**src/rtl/tscc_pkg.sv**
```systemverilog
// ----------------------------------------------------------------------------
// tscc_pkg
// Types and constants shared by the transport stream continuity checker.
// ----------------------------------------------------------------------------
package tscc_pkg;

    localparam int PID_W     = 13;
    localparam int PID_COUNT = 1 << PID_W;
    localparam int CFG_IDX_W = 4;

    // Configuration register indexes.
    localparam logic [CFG_IDX_W-1:0] CFG_ERROR_WINDOW = 4'd0;
    localparam logic [CFG_IDX_W-1:0] CFG_ERROR_LIMIT  = 4'd1;

    // Input opcodes.
    localparam logic OP_PACKET = 1'b0;
    localparam logic OP_TICK   = 1'b1;

    localparam logic [7:0]  SYNC_BYTE      = 8'h47;
    localparam logic [9:0]  MIN_PACKET_LEN = 10'd188;
    localparam logic [10:0] ADAPT_HDR_LEN  = 11'd5;
    localparam int          DISC_BIT       = 7;
    localparam logic [19:0] WINDOW_RESET   = 20'd60000;
    localparam logic [31:0] SHOW_MAX       = 32'd511;

    typedef enum logic [2:0] {
        S_CLEAR,
        S_IDLE,
        S_READ,
        S_CHECK,
        S_COMMIT
    } t_state;

    typedef struct packed {
        logic clear_wr;
        logic accept;
        logic pop;
        logic commit;
    } t_cmd;

    typedef struct packed {
        logic clear_done;
        logic expire;
    } t_sts;

endpackage

```
**src/rtl/tscc_ctl.sv**
```systemverilog
// ----------------------------------------------------------------------------
// tscc_ctl
// Sequencer: clearing pass, input accept, expiry loop, commit and output valid.
// ----------------------------------------------------------------------------
module tscc_ctl (
    input  logic          i_clk,
    input  logic          i_rst_n,
    input  logic          i_in_valid,
    output logic          o_in_stall,
    output logic          o_out_valid,
    input  logic          i_out_stall,
    input  tscc_pkg::t_sts i_sts,
    output tscc_pkg::t_cmd o_cmd
);

    tscc_pkg::t_state r_state, n_state;
    logic             r_out_valid, n_out_valid;
    logic             w_out_free;

    // The output register can take a new result when empty or being emptied.
    assign w_out_free = !r_out_valid || !i_out_stall;

    always_ff @(posedge i_clk) begin
        if (!i_rst_n) begin
            r_state     <= tscc_pkg::S_CLEAR;
            r_out_valid <= 1'b0;
        end else begin
            r_state     <= n_state;
            r_out_valid <= n_out_valid;
        end
    end

    always_comb begin
        n_state = r_state;
        unique case (r_state)
            tscc_pkg::S_CLEAR: begin
                if (i_sts.clear_done) n_state = tscc_pkg::S_IDLE;
            end
            tscc_pkg::S_IDLE: begin
                if (i_in_valid) n_state = tscc_pkg::S_READ;
            end
            tscc_pkg::S_READ: begin
                n_state = tscc_pkg::S_CHECK;
            end
            tscc_pkg::S_CHECK: begin
                // A popped entry moves the head; its new entry is read in S_READ again.
                n_state = i_sts.expire ? tscc_pkg::S_READ : tscc_pkg::S_COMMIT;
            end
            tscc_pkg::S_COMMIT: begin
                if (w_out_free) n_state = tscc_pkg::S_IDLE;
            end
            default: n_state = tscc_pkg::S_CLEAR;
        endcase
    end

    always_comb begin
        o_cmd          = '0;
        o_cmd.clear_wr = (r_state == tscc_pkg::S_CLEAR);
        o_cmd.accept   = (r_state == tscc_pkg::S_IDLE) && i_in_valid;
        o_cmd.pop      = (r_state == tscc_pkg::S_CHECK) && i_sts.expire;
        o_cmd.commit   = (r_state == tscc_pkg::S_COMMIT) && w_out_free;
    end

    always_comb begin
        n_out_valid = r_out_valid;
        if (o_cmd.commit) begin
            n_out_valid = 1'b1;
        end else if (!i_out_stall) begin
            n_out_valid = 1'b0;
        end
    end

    assign o_in_stall  = (r_state != tscc_pkg::S_IDLE);
    assign o_out_valid = r_out_valid;

endmodule

```
**config.mk**
```make
export PLATFORM = sky130hd
export DESIGN_NAME = tscc_ctl
export DESIGN_NICKNAME = d
export VERILOG_FILES = /design/src/rtl/tscc_pkg.sv /design/src/rtl/tscc_ctl.sv
export SDC_FILE = /design/constraint.sdc
export NUM_CORES = 1
export LEC_CHECK = 0
export ABC_AREA = 0
export BUFFER_PORTS_ARGS = -buffer_cell sky130_fd_sc_hd__buf_2
export CORE_AREA = 2 2 39 41
export DETAILED_ROUTE_END_ITERATION = 16
export DIE_AREA = 0 0 41 43
export GPL_ROUTABILITY_DRIVEN = 1
export HOLD_SLACK_MARGIN = 0.08
export PLACE_DENSITY = 0.41
export SYNTH_ARGS = -nofsm -noshare
export SYNTH_HDL_FRONTEND = slang
export SYNTH_SLANG_ARGS = --single-unit
```
**constraint.sdc**
```tcl
create_clock -name i_clk -period 2 [get_ports i_clk]
set_clock_uncertainty 0.15 [all_clocks]
set_input_delay 0.1 -clock i_clk [delete_from_list [all_inputs] [get_ports i_clk]]
set_output_delay 0.1 -clock i_clk [all_outputs]
set_load 0.05 [all_outputs]
```
==> flow_summary.yaml <==
drt:
  antenna_left: 0
  wirelength_um: 546
  drt_drc_violations_left: 0
  drt_iter0_drc: 0
  vias: 243
  viasPerCell: 4.05
  drt-pass1-iter-count: 1
  post_drt_wl_per_cell_um: 9.10
floorplan:
  die_x_um: 41
  std_cell_rows: 14
  die_area_sq_um: 1760
  pin_count: 12
  start_util_pct: 16.3
  core_area_sq_um: 1380
  die_y_um: 43
sta:
  worst_pin_slew_ps: 264
  setup_viol: 0
  max_freq_ghz: 0.532
  layout_min_cycle_time_ps: 1880
  rsz0062_at_grt: "false"
  finalMaxSlewViolations: 0
  tns_ps: 0
  period_share_pct: 94.0
  max_slew_margin_pct: 82.3
  hold_viol_final: 0
logic_synthesis:
  synthTopCellsByArea: "dfxtp_1 36%, buf_4 6.7%, nand3b_1 6.7%, or3b_4 5.0%, nor3_1 4.4%"
  ys_seq_area_share_pct: 35.6
  ys.flop_type: "dfxtp_1"
  synth_area_sq_um: 225
  synth_top_area_share_pct: 35.6
  ys_types: 19
  synthArstFlopShare_pct: 0
  synth.net_count: 33
  synth_edf_count: 0
  syn_inst: 27
  synth_top_area_cell: "dfxtp_1"
  synth_area_per_cell_sq_um: 8.34
  ys_ff_latch: 4
  yosysMostFrequentCell: "dfxtp_1"
  yosys_warnings: 0
clock_network:
  cts_buffers: 3
  clk_pin_slew_ps: 40
  cts_tree: "built"
  ctsHtreeMaxLevel: 1
  cts_buffer_depth: 2
  clkLatencyLatePin_ps: 230
  cts_num_sinks: 4
  cts_resized: 0
  cts_root_buf: "clkbuf_4"
status:
  status: "finished, final reports clean"
place:
  port_buffers: 11
  gp_congestion: 0.666
  dpl.hpwl_um: 424
worst_setup_path:
  worstSetupStartpointType: "flip-flop"
  crit_type: "reg -> reg"
  crit_family: "simple AND/OR/NAND/NOR gates"
  critical_path_arrival_ps: 1910
  critical_path_required_ps: 2030
  crit_fanout: 8
  startpoint: "r_state[2]$_SDFFE_PN0P_"
  cp_cell_sequence: "or3b_4 > o22ai_1 > and2_1 > dlygate4sd3_1"
  slowest_stage: "dlygate4sd3_1"
  max_stage_delay_ps: 540
  setup.worst_path.end_class: "flip-flop"
  r2r-start: "r_state[2]$_SDFFE_PN0P_"
  crit_buf_inv: 1
global_route:
  grt_pass1_wl_um: 869
  grt_pass1_vias: 206
  overflow: 0
  track_usage_pct: 7.82
  grt_max_degree: 10
  grt_antenna_before_repair: 0
worst_hold_path:
  hold_path_class: "in -> reg"
  holdCritStartpoint: "i_sts[1]"
cells_and_area:
  synthToLayoutAreaGrowth_pct: 61.7
  final_core_util_pct: 26.3
  nNetsFinal: 52
  diodes: 0
  drive_gt1_share_pct: 38.6
job:
  max_cap_violations: 0
power:
  leakage_nw: 0.164
  peakVddDrop_mv: 0.300
  power_density_nw_per_um2: 691
worst paths after layout:
kind / to / slack [ps] / depth (start not counted)
max: r_state[2]$_SDFFE_PN0P_ / 120 / 4
min: r_state[0]$_SDFFE_PN0P_ / 120 / 4
max reg2reg: r_state[2]$_SDFFE_PN0P_ / 120 / 4
min reg2reg: o_out_valid$_SDFFE_PN0P_ / 370 / 2
power breakdown:
group | leakage, nW | total [mW] | internal [mW] | switching, mW
clock | 0.0138 | 0.102 | 0.0672 | 0.0346
combinational | 0.118 | 0.0601 | 0.0220 | 0.0381
sequential | 0.0326 | 0.0896 | 0.0838 | 0.00582
registers in the layout (all words and copies together), names as in the netlist:
| signal | flops |
|---|---|
| r_state | 3 |
| o_out_valid | 1 |
through the flow:
stage / hold slack (ps) / area [sq um] / std cells / power, mW / worst slack, ps
floorplan: 71.7 / 231 / 27 / 0.131 / 241
global placement: 216 / 292 / 52 / 0.146 / 514
detailed placement: 216 / 292 / 52 / 0.145 / 509
CTS: 131 / 364 / 60 / 0.257 / 128
global route: 176 / 364 / 60 / 0.264 / 9.78
finish: 121 / 364 / 60 / 0.252 / 120
final cells by class:
class / instances / area, sq um
well taps: 16 / 20.0
clock buffers: 3 / 22.5
multi-input cells: 19 / 129
flip-flops and latches: 4 / 80.1
fillers: 157 / 1020
repair buffers: 16 / 105
inverters: 2 / 7.51
cell usage in the layout, fill, tap and decap left out, types with 2 or more instances in the layout:
master	n
clkbuf_4	3
inv_1	2
dlygate4sd3_1	5
nor2_1	2
dfxtp_1	4
nor3_1	2
buf_2	11
nand3b_1	2
cell families after synthesis:
group | synth area share [%]
flops | 35.6
compound gates | 18.3
simple gates | 36.1
buf+inv | 10.0
metal layers:
layer,vias to the layer above,track usage [%],wire length [um]
li1,129,-,-
met1,103,10.9,283
met2,11,7.81,205
met3,0,3.66,57
met4,0,8.00,0
met5,-,0,0
tightest hold or removal path: cells and delay by family:
kind                   cells  cell delay [ps]
buffers and inverters      1               70
AOI/OAI and AO/OA          1              130
and+or+nand+nor            2              170
repair_timing:
action,in CTS,in global routing
endpoints found under the hold margin,4,0
hold buffers,5,0
setup buffers,0,0
Note: power is estimated with default switching activity, not from simulation.
